**src/hdl/ihss_pkg.sv**
```systemverilog
// Types and constants of the image header size sniffer.
package ihss_pkg;

    // Number of leading bytes kept for the GIF and PNG headers
    localparam int HDR_LEN   = 24;
    localparam int HDR_IDX_W = 5;
    // Frame header bytes kept: precision skipped, then height and width
    localparam int FRM_LEN   = 4;

    localparam logic [7:0] JPEG_MARK  = 8'hFF;
    localparam logic [7:0] JPEG_SOI   = 8'hD8;
    localparam logic [7:0] SOF0       = 8'hC0;
    localparam logic [7:0] SOF3       = 8'hC3;
    localparam logic [7:0] SOF9       = 8'hC9;
    localparam logic [7:0] SOF11      = 8'hCB;
    localparam logic [7:0] PNG_LEAD   = 8'h89;

    typedef enum logic [3:0] {
        PH_SIG,
        PH_HEADER,
        PH_MARK0,
        PH_MARK1,
        PH_LEN_HI,
        PH_LEN_LO,
        PH_SKIP,
        PH_FRAME,
        PH_DONE
    } t_phase;

    typedef enum logic [1:0] {
        FMT_NONE,
        FMT_JPEG,
        FMT_GIF,
        FMT_PNG
    } t_fmt;

    // One result item
    typedef struct packed {
        logic        found;
        t_fmt        fmt;
        logic [30:0] width;
        logic [30:0] height;
    } t_result;

    // Per-file parser state
    typedef struct packed {
        t_phase      phase;
        logic [15:0] skip;
        logic        is_sof;
        logic [7:0]  len_hi;
        logic        sent;
        t_result     verdict;
    } t_parse;

    localparam t_parse PARSE_CLEAR = '{
        phase:   PH_SIG,
        skip:    16'd0,
        is_sof:  1'b0,
        len_hi:  8'd0,
        sent:    1'b0,
        verdict: '{found: 1'b0, fmt: FMT_NONE, width: 31'd0, height: 31'd0}
    };

endpackage

```
**src/hdl/ihss_byte_if.sv**
```systemverilog
// Byte stream channel: one file byte and its end-of-file mark per transfer.
interface ihss_byte_if;
    logic       valid;
    logic       ready;
    logic [7:0] data_byte;
    logic       end_of_file;

    modport source (output valid, output data_byte, output end_of_file, input ready);
    modport sink   (input valid, input data_byte, input end_of_file, output ready);
endinterface

```
**src/hdl/ihss_size_if.sv**
```systemverilog
// Result channel: format and pixel size of one file per transfer.
interface ihss_size_if;
    logic        valid;
    logic        ready;
    logic        found;
    logic [1:0]  image_format;
    logic [30:0] image_width;
    logic [30:0] image_height;

    modport source (output valid, output found, output image_format,
                    output image_width, output image_height, input ready);
    modport sink   (input valid, input found, input image_format,
                    input image_width, input image_height, output ready);
endinterface

```
**src/hdl/image_header_size_sniffer_core.sv**
```systemverilog
// Image header size sniffer: finds format and pixel size of JPEG, GIF and PNG files.
//
// Usage:
//   i_byte carries the file one byte per transfer, end_of_file set on the last
//   byte. Files follow one another on the same channel with no gap needed.
//   o_size gives exactly one transfer per file: found, image_format (0 none,
//   1 JPEG, 2 GIF, 3 PNG), image_width and image_height; a failure reports
//   found=0 with all other fields zero.
//   Throughput is one byte per cycle while no held result is stalled: a byte
//   goes from the input register through the parser logic into the result
//   register. A result is valid once the byte that settles it (the byte at
//   offset MIN_FILE_BYTES-1 at the earliest, or the final byte) has been
//   taken into the input register and the parser, working on that register,
//   has loaded the result register.
//   The result register lets the next byte be accepted while a result waits;
//   when the receiver stalls with a result held, i_byte.ready drops once the
//   input register is also full, and nothing is lost.
//   Reset clears the parser to the start of a file and empties both registers;
//   header bytes need no clearing as each is written before it is read.
module image_header_size_sniffer_core #(
    parameter int MIN_FILE_BYTES = 24,
    localparam int OFS_W = $clog2(MIN_FILE_BYTES + 1)
) (
    input  logic               i_clk,
    input  logic               i_rst_n,
    ihss_byte_if.sink          i_byte,
    ihss_size_if.source        o_size
);

    // Input register
    logic       r_in_valid;
    logic [7:0] r_in_byte;
    logic       r_in_eof;

    // Parser state
    ihss_pkg::t_parse                    r_st;
    logic [OFS_W-1:0]                    r_ofs;
    logic [ihss_pkg::HDR_LEN-1:0][7:0]   r_hdr;
    logic [ihss_pkg::FRM_LEN-1:0][7:0]   r_frm;

    ihss_pkg::t_parse                    n_st;
    logic [OFS_W-1:0]                    n_ofs;
    logic [ihss_pkg::HDR_LEN-1:0][7:0]   n_hdr;
    logic [ihss_pkg::FRM_LEN-1:0][7:0]   n_frm;
    logic                                n_emit;
    ihss_pkg::t_result                   n_res;

    // Result register
    logic              r_out_valid;
    ihss_pkg::t_result r_out;

    logic w_advance;
    logic w_in_xfer;

    assign w_advance    = !r_out_valid || o_size.ready;
    assign i_byte.ready = !r_in_valid || w_advance;
    assign w_in_xfer    = i_byte.valid && i_byte.ready;

    // Input register, emptied whenever the parser takes its byte
    always_ff @(posedge i_clk) begin
        if (!i_rst_n) begin
            r_in_valid <= 1'b0;
        end else if (w_in_xfer) begin
            r_in_valid <= 1'b1;
        end else if (w_advance) begin
            r_in_valid <= 1'b0;
        end
    end

    always_ff @(posedge i_clk) begin
        if (w_in_xfer) begin
            r_in_byte <= i_byte.data_byte;
            r_in_eof  <= i_byte.end_of_file;
        end
    end

    ihss_step #(
        .MIN_FILE_BYTES (MIN_FILE_BYTES)
    ) u_step (
        .i_st   (r_st),
        .i_ofs  (r_ofs),
        .i_hdr  (r_hdr),
        .i_frm  (r_frm),
        .i_byte (r_in_byte),
        .i_eof  (r_in_eof),
        .o_st   (n_st),
        .o_ofs  (n_ofs),
        .o_hdr  (n_hdr),
        .o_frm  (n_frm),
        .o_emit (n_emit),
        .o_res  (n_res)
    );

    // Parser control state
    always_ff @(posedge i_clk) begin
        if (!i_rst_n) begin
            r_st  <= ihss_pkg::PARSE_CLEAR;
            r_ofs <= '0;
        end else if (r_in_valid && w_advance) begin
            r_st  <= n_st;
            r_ofs <= n_ofs;
        end
    end

    // Header and frame bytes
    always_ff @(posedge i_clk) begin
        if (r_in_valid && w_advance) begin
            r_hdr <= n_hdr;
            r_frm <= n_frm;
        end
    end

    // Result register
    always_ff @(posedge i_clk) begin
        if (!i_rst_n) begin
            r_out_valid <= 1'b0;
        end else if (w_advance) begin
            r_out_valid <= r_in_valid && n_emit;
        end
    end

    always_ff @(posedge i_clk) begin
        if (w_advance && r_in_valid && n_emit) begin
            r_out <= n_res;
        end
    end

    assign o_size.valid        = r_out_valid;
    assign o_size.found        = r_out.found;
    assign o_size.image_format = r_out.fmt;
    assign o_size.image_width  = r_out.width;
    assign o_size.image_height = r_out.height;

endmodule

```
**src/hdl/ihss_step.sv**
```systemverilog
// Next-state and result logic for one byte of the header parser.
module ihss_step #(
    parameter int MIN_FILE_BYTES = 24,
    localparam int OFS_W = $clog2(MIN_FILE_BYTES + 1)
) (
    input  ihss_pkg::t_parse                             i_st,
    input  logic [OFS_W-1:0]                             i_ofs,
    input  logic [ihss_pkg::HDR_LEN-1:0][7:0]            i_hdr,
    input  logic [ihss_pkg::FRM_LEN-1:0][7:0]            i_frm,
    input  logic [7:0]                                   i_byte,
    input  logic                                         i_eof,
    output ihss_pkg::t_parse                             o_st,
    output logic [OFS_W-1:0]                             o_ofs,
    output logic [ihss_pkg::HDR_LEN-1:0][7:0]            o_hdr,
    output logic [ihss_pkg::FRM_LEN-1:0][7:0]            o_frm,
    output logic                                         o_emit,
    output ihss_pkg::t_result                            o_res
);

    localparam logic [OFS_W-1:0] OFS_MAX  = OFS_W'(MIN_FILE_BYTES);
    localparam logic [OFS_W-1:0] OFS_LAST = OFS_W'(ihss_pkg::HDR_LEN - 1);

    logic [15:0] w_len;
    logic [15:0] w_skip_dec;
    logic [2:0]  w_frm_idx;
    logic        w_is_sof;
    logic        w_is_gif;
    logic        w_is_png;

    // Place the verdict and close the parse
    function automatic ihss_pkg::t_parse settle(ihss_pkg::t_parse s, logic f,
                                                ihss_pkg::t_fmt fmt,
                                                logic [30:0] w, logic [30:0] h);
        ihss_pkg::t_parse r;
        r                = s;
        r.phase          = ihss_pkg::PH_DONE;
        r.verdict.found  = f;
        r.verdict.fmt    = f ? fmt : ihss_pkg::FMT_NONE;
        r.verdict.width  = f ? w : 31'd0;
        r.verdict.height = f ? h : 31'd0;
        return r;
    endfunction

    assign w_len      = {i_st.len_hi, i_byte};
    assign w_skip_dec = (i_st.skip != 16'd0) ? i_st.skip - 16'd1 : i_st.skip;
    assign w_frm_idx  = i_st.skip[2:0];
    assign w_is_sof   = (i_byte >= ihss_pkg::SOF0 && i_byte <= ihss_pkg::SOF3) ||
                        (i_byte >= ihss_pkg::SOF9 && i_byte <= ihss_pkg::SOF11);

    // Header signatures, looked at with the current byte in place
    assign w_is_gif = o_hdr[0] == "G" && o_hdr[1] == "I" && o_hdr[2] == "F";
    assign w_is_png = o_hdr[0] == ihss_pkg::PNG_LEAD && o_hdr[1] == "P" &&
                      o_hdr[2] == "N" && o_hdr[3] == "G" &&
                      o_hdr[4] == 8'h0D && o_hdr[5] == 8'h0A &&
                      o_hdr[6] == 8'h1A && o_hdr[7] == 8'h0A &&
                      o_hdr[12] == "I" && o_hdr[13] == "H" &&
                      o_hdr[14] == "D" && o_hdr[15] == "R";

    // Header capture of the leading bytes
    always_comb begin
        o_hdr = i_hdr;
        for (int k = 0; k < ihss_pkg::HDR_LEN; k++) begin
            if (i_ofs == OFS_W'(k)) begin
                o_hdr[k] = i_byte;
            end
        end
    end

    // Offset counter, saturating once the minimum size is reached and cleared on the final byte
    assign o_ofs = i_eof ? '0 : ((i_ofs == OFS_MAX) ? i_ofs : i_ofs + OFS_W'(1));

    // Parser phases, result release and end-of-file clear
    always_comb begin
        o_st   = i_st;
        o_frm  = i_frm;
        o_emit = 1'b0;
        o_res  = '0;

        unique case (i_st.phase)
            ihss_pkg::PH_SIG: begin
                if (i_ofs != '0) begin
                    o_st.phase = (i_hdr[0] == ihss_pkg::JPEG_MARK &&
                                  i_byte == ihss_pkg::JPEG_SOI)
                                 ? ihss_pkg::PH_MARK0 : ihss_pkg::PH_HEADER;
                end
            end
            ihss_pkg::PH_HEADER: begin
                if (i_ofs == OFS_LAST) begin
                    if (w_is_gif) begin
                        o_st = settle(i_st, 1'b1, ihss_pkg::FMT_GIF,
                                      {15'd0, o_hdr[7], o_hdr[6]},
                                      {15'd0, o_hdr[9], o_hdr[8]});
                    end else if (w_is_png && !o_hdr[16][7] && !o_hdr[20][7]) begin
                        o_st = settle(i_st, 1'b1, ihss_pkg::FMT_PNG,
                                      {o_hdr[16][6:0], o_hdr[17], o_hdr[18], o_hdr[19]},
                                      {o_hdr[20][6:0], o_hdr[21], o_hdr[22], o_hdr[23]});
                    end else begin
                        o_st = settle(i_st, 1'b0, ihss_pkg::FMT_NONE, 31'd0, 31'd0);
                    end
                end
            end
            ihss_pkg::PH_MARK0: begin
                if (i_byte != ihss_pkg::JPEG_MARK) begin
                    o_st = settle(i_st, 1'b0, ihss_pkg::FMT_NONE, 31'd0, 31'd0);
                end else begin
                    o_st.phase = ihss_pkg::PH_MARK1;
                end
            end
            ihss_pkg::PH_MARK1: begin
                o_st.is_sof = w_is_sof;
                o_st.phase  = ihss_pkg::PH_LEN_HI;
            end
            ihss_pkg::PH_LEN_HI: begin
                o_st.len_hi = i_byte;
                o_st.phase  = ihss_pkg::PH_LEN_LO;
            end
            ihss_pkg::PH_LEN_LO: begin
                if (i_st.is_sof) begin
                    o_st.skip  = 16'd0;
                    o_st.phase = ihss_pkg::PH_FRAME;
                end else if (w_len < 16'd2) begin
                    o_st = settle(i_st, 1'b0, ihss_pkg::FMT_NONE, 31'd0, 31'd0);
                end else if (w_len == 16'd2) begin
                    o_st.phase = ihss_pkg::PH_MARK0;
                end else begin
                    o_st.skip  = w_len - 16'd2;
                    o_st.phase = ihss_pkg::PH_SKIP;
                end
            end
            ihss_pkg::PH_SKIP: begin
                o_st.skip = w_skip_dec;
                if (w_skip_dec == 16'd0) begin
                    o_st.phase = ihss_pkg::PH_MARK0;
                end
            end
            ihss_pkg::PH_FRAME: begin
                // frame bytes 1..4 hold height then width, big-endian
                if (w_frm_idx >= 3'd1 && w_frm_idx <= 3'd4) begin
                    o_frm[2'(w_frm_idx - 3'd1)] = i_byte;
                end
                if (i_st.skip >= 16'd7) begin
                    o_st = settle(i_st, 1'b1, ihss_pkg::FMT_JPEG,
                                  {15'd0, i_frm[2], i_frm[3]},
                                  {15'd0, i_frm[0], i_frm[1]});
                end else begin
                    o_st.skip = i_st.skip + 16'd1;
                end
            end
            default: begin
            end
        endcase

        // Release the verdict once it is settled and the file is long enough
        if (!i_st.sent && o_st.phase == ihss_pkg::PH_DONE &&
            (i_ofs == OFS_MAX || i_ofs + OFS_W'(1) == OFS_MAX)) begin
            o_emit    = 1'b1;
            o_res     = o_st.verdict;
            o_st.sent = 1'b1;
        end

        // Final byte: failure if nothing went out, then start afresh
        if (i_eof) begin
            if (!o_st.sent) begin
                o_emit = 1'b1;
                o_res  = '0;
            end
            o_st = ihss_pkg::PARSE_CLEAR;
        end
    end

endmodule

```
**src/flat_wrapper.sv**
```systemverilog
// flat-port wrapper written by rule: the top's interface ports become plain ports
module image_header_size_sniffer_core_flat 
#(
    parameter int MIN_FILE_BYTES = 24,
    localparam int OFS_W = $clog2(MIN_FILE_BYTES + 1)
)
  (i_clk, i_rst_n, i_byte_valid, i_byte_data_byte, i_byte_end_of_file, i_byte_ready, o_size_valid, o_size_found, o_size_image_format, o_size_image_width, o_size_image_height, o_size_ready);
  ihss_byte_if i_byte_i ();
  ihss_size_if o_size_i ();
  input  logic i_clk;
  input  logic i_rst_n;
  input wire logic [$bits(i_byte_i.valid)-1:0] i_byte_valid;
  input wire logic [$bits(i_byte_i.data_byte)-1:0] i_byte_data_byte;
  input wire logic [$bits(i_byte_i.end_of_file)-1:0] i_byte_end_of_file;
  output wire logic [$bits(i_byte_i.ready)-1:0] i_byte_ready;
  output wire logic [$bits(o_size_i.valid)-1:0] o_size_valid;
  output wire logic [$bits(o_size_i.found)-1:0] o_size_found;
  output wire logic [$bits(o_size_i.image_format)-1:0] o_size_image_format;
  output wire logic [$bits(o_size_i.image_width)-1:0] o_size_image_width;
  output wire logic [$bits(o_size_i.image_height)-1:0] o_size_image_height;
  input wire logic [$bits(o_size_i.ready)-1:0] o_size_ready;
  assign i_byte_i.valid = i_byte_valid;
  assign i_byte_i.data_byte = i_byte_data_byte;
  assign i_byte_i.end_of_file = i_byte_end_of_file;
  assign i_byte_ready = i_byte_i.ready;
  assign o_size_valid = o_size_i.valid;
  assign o_size_found = o_size_i.found;
  assign o_size_image_format = o_size_i.image_format;
  assign o_size_image_width = o_size_i.image_width;
  assign o_size_image_height = o_size_i.image_height;
  assign o_size_i.ready = o_size_ready;
  image_header_size_sniffer_core #(.MIN_FILE_BYTES(MIN_FILE_BYTES)) u_core (.i_clk(i_clk), .i_rst_n(i_rst_n), .i_byte(i_byte_i), .o_size(o_size_i));
endmodule
```
**config.mk**
```make
export PLATFORM = sky130hd
export DESIGN_NAME = image_header_size_sniffer_core_flat
export DESIGN_NICKNAME = d
export VERILOG_FILES = /design/src/hdl/ihss_pkg.sv /design/src/hdl/ihss_byte_if.sv /design/src/hdl/ihss_size_if.sv /design/src/hdl/image_header_size_sniffer_core.sv /design/src/hdl/ihss_step.sv /design/src/flat_wrapper.sv
export SDC_FILE = /design/constraint.sdc
export NUM_CORES = 1
export LEC_CHECK = 0
export ABC_AREA = 1
export BUFFER_PORTS_ARGS = -buffer_cell sky130_fd_sc_hd__buf_2
export CAP_MARGIN = 20
export CORE_ASPECT_RATIO = 1.4
export CORE_UTILIZATION = 50
export DETAILED_ROUTE_END_ITERATION = 8
export PLACE_DENSITY = 0.67
export SYNTH_ARGS = -nofsm -noshare
export SYNTH_HDL_FRONTEND = slang
export SYNTH_SLANG_ARGS = --single-unit
```
**constraint.sdc**
```tcl
create_clock -name i_clk -period 10.9 [get_ports i_clk]
set_input_delay 0.545 -clock i_clk [delete_from_list [all_inputs] [get_ports i_clk]]
set_output_delay 0.545 -clock i_clk [all_outputs]
set_load 0.01 [all_outputs]
```
==> flow_summary.toml <==
[clock_network]
cts_tree = "yes"
cts_resized = 0
post_cts_buffers = 0
cts_root_buf = "clkbuf_16"
clock_latency_ns = 0.55
clock-sinks = 384
cts_max_path_buffers = 3
cts_max_level = 2
clkSlewWorstSetupHoldPaths_ns = 0.06
hold_buffers = 0
cts_made_buffers = 40

[synthesis]
yosysSeqAreaShare_pct = 53.23
synth-simple-area-share_pct = 26.96
synthesis.nets = 2528
synth_top_family_by_area = "simple AND/OR/NAND/NOR gates"
synthArstFlopShare_pct = 0
avgSynthCellArea_um2 = 7.898
synthMuxAreaShare_pct = 0
synth_adder_area_share_pct = 0.9506
synth-compound-area-share_pct = 9.227
synth_cells = 2500
synth_edf_count = 282
ys.flop_type = "edfxtp_1"
ys_ff_latch = 384
synth_xor_area_share_pct = 0.7541
synth_warnings = 0
synth_area_mm2 = 0.01974
synth_cell_types = 46

[detailed_routing]
drt_first_pass_iters = 8
avgViaCountPerCell = 5.458
drtIter0Drc = 1690
ant_nets = 0
vias = 16820
avgRoutedWirePerCell_um = 18.36
route.detailed.drc = 0
finalWirelength_um = 56570

[worst_setup_path]
setup.worst_path.class = "reg2reg"
slowest_stage = "buf_4"
arrival_ns = 4.76
cp_num_buf_inv = 3
critical-path-top-delay-family = "simple AND/OR/NAND/NOR gates"
cp.required_ns = 11.08
crit_chain = "inv_1, ha_1, nand3_1, nor2_1, nand2_1, inv_1, nor2_1, nor2_1, nand3_1, nor2_1, nand3_1, nand2_1, nand2_1, nand2_1, nand3_1, nand2_2, buf_4"
max_stage_delay_ns = 0.70
end_kind = "flip-flop"
startpoint_type = "flip-flop"
critPathMaxFanout = 65

[grt]
overflow = 0
antenna_found_initial = 0
grt.total_usage_pct = 28.14
grt_max_degree = 93
grt_pass1_vias = 16010
grt_pass1_wl_um = 87670

[place]
numPortBuffers = 79
globalplace.congestion = 0.9169
dpl_cell_area_mm2 = 0.02045
post-place-cells = 3006
dp_hpwl_um = 35290

[pwr]
clockPowerShare_pct = 43.9
swShare_pct = 23.74
p_leak_uw = 0.008375
vdd_drop_max_mv = 0.1152
p_seq_share_pct = 49.5
power.switching_uw = 768.2
p_comb_share_pct = 6.6
power_density_mw_per_mm2 = 148.4
internal_power_uw = 2468

[floorplan]
core-area_mm2 = 0.03871
placementRows = 85
die_h_um = 237.1
die_width_um = 169.9
die_area_mm2 = 0.04030
ios = 80
start_util_pct = 51.00

[cells_and_area]
seq_area_mm2 = 0.01051
stdcell_count = 3081
fill_cells = 3710
final_common_cell = "nand2_1"
nNetsFinal = 2556
drive_gt1_share_pct = 9.066
area_growth_pct = 10.48
multiInputGateArea_mm2 = 0.007503
stdcell_area_mm2 = 0.02181
final_cell_mix = "nand2_1 (792), inv_1 (313), edfxtp_1 (282)"
num_antenna_cells = 0

[sta]
fin_setup_tns_ns = 0
maxSlewViolCount = 0
max_freq_mhz = 218.0
fin_crit_ns = 4.588
finalClockSkew_ns = 0.01625
setup_viol = 0
relSlewSlack_pct = 23.28
hold_viol = 0
grt_setup_unrepaired = "false"
worst_pin_slew_ns = 1.147
post-route-period-util_pct = 42.09

[outcome]
outcome = "finished clean"

[worst_hold_path]
hold_path_class = "in2reg"

[job]
cap_violations = 0
power groups by stage:
stage                     registers, µW  clock network (µW)  logic, µW
after global routing               1600                1480        231
after detailed placement           1630                   0        210
after floorplan                    1640                   0        124
after global placement             1630                   0        208
after CTS                          1600                1440        210
final                              1600                1420        213
cell usage after synthesis, drive strengths merged, types with 2 or more instances:
master / instances / share of area, %
a21oi: 108 / 2.7
xor2: 12 / 0.53
edfxtp: 282 / 43
nand2: 800 / 15
nor3: 53 / 1.4
ha: 15 / 0.95
nor4: 3 / 0.095
a31oi: 8 / 0.29
nand3: 149 / 3.8
or2: 33 / 1.0
nand4: 10 / 0.32
a22oi: 2 / 0.076
o21ai: 206 / 5.3
a221oi: 2 / 0.089
nor2: 246 / 5.0
clkinv: 4 / 0.076
xnor2: 5 / 0.22
buf: 36 / 1.1
inv: 324 / 6.2
o31ai: 3 / 0.11
o211ai: 8 / 0.30
a211oi: 2 / 0.076
clkbuf: 79 / 1.5
dfxtp: 102 / 10
kinds of logic (layout without fill, tap and decap cells):
family                     Yosys count  count (layout)
and+or+nand+nor                   1296            1296
buffers and inverters              443             502
DFF                                384             384
AOI/OAI and AO/OA                  345             345
xor gates and xnor gates            17              17
adders and majority gates           15              15
state kept, by name, indices dropped and copies added (netlist names):
| signal | flops |
|---|---|
| u_core.r_st | 95 |
| u_core.o_size.valid | 1 |
| u_core.r_in_valid | 1 |
| u_core.r_ofs | 5 |
| u_core.r_in_eof | 1 |
| u_core.o_size.found | 1 |
| u_core.o_size.image_height | 31 |
| u_core.r_frm | 32 |
| u_core.r_hdr | 176 |
| u_core.o_size.image_format | 2 |
| u_core.r_in_byte | 8 |
| u_core.o_size.image_width | 31 |
stage by stage:
stage | setup WS, ns | hold WS, ns | total power (µW) | util [%]
floorplan | 4.220 | 0.4419 | 1767 | -
global placement | 6.364 | 0.4475 | 1841 | 52.82
detailed placement | 6.337 | 0.4549 | 1844 | 52.82
CTS | 6.320 | 0.1576 | 3251 | 56.24
global route | 5.866 | 0.1610 | 3317 | 56.35
finish | 6.312 | 0.1730 | 3237 | 56.35
final cells by class:
class	count	share of cell area, %
clock inverter	21	1.227
tap	522	2.994
inverter	328	5.667
sequential	384	48.18
clock buffer	52	4.841
timing repair buffer	101	2.690
multi-input combinational	1673	34.40
metal layers:
layer | share of wire (%) | global-route usage (%)
met4 | 3.3 | 10.54
met1 | 42 | 36.13
met5 | 0 | 0
met2 | 49 | 48.20
met3 | 6.1 | 3.560
final timing paths:
check                       from                             end  slack [ns]  cells past startpoint
max              u_core.r_st[75]  u_core.o_size.image_height[14]        6.31                     17
max reg2reg      u_core.r_st[75]  u_core.o_size.image_height[14]        6.31                     17
min          i_byte_data_byte[3]             u_core.r_in_byte[3]        0.17                      1
min reg2reg      u_core.r_st[29]                 u_core.r_st[29]        0.46                      2
Note: power is estimated with default switching activity, not from simulation.
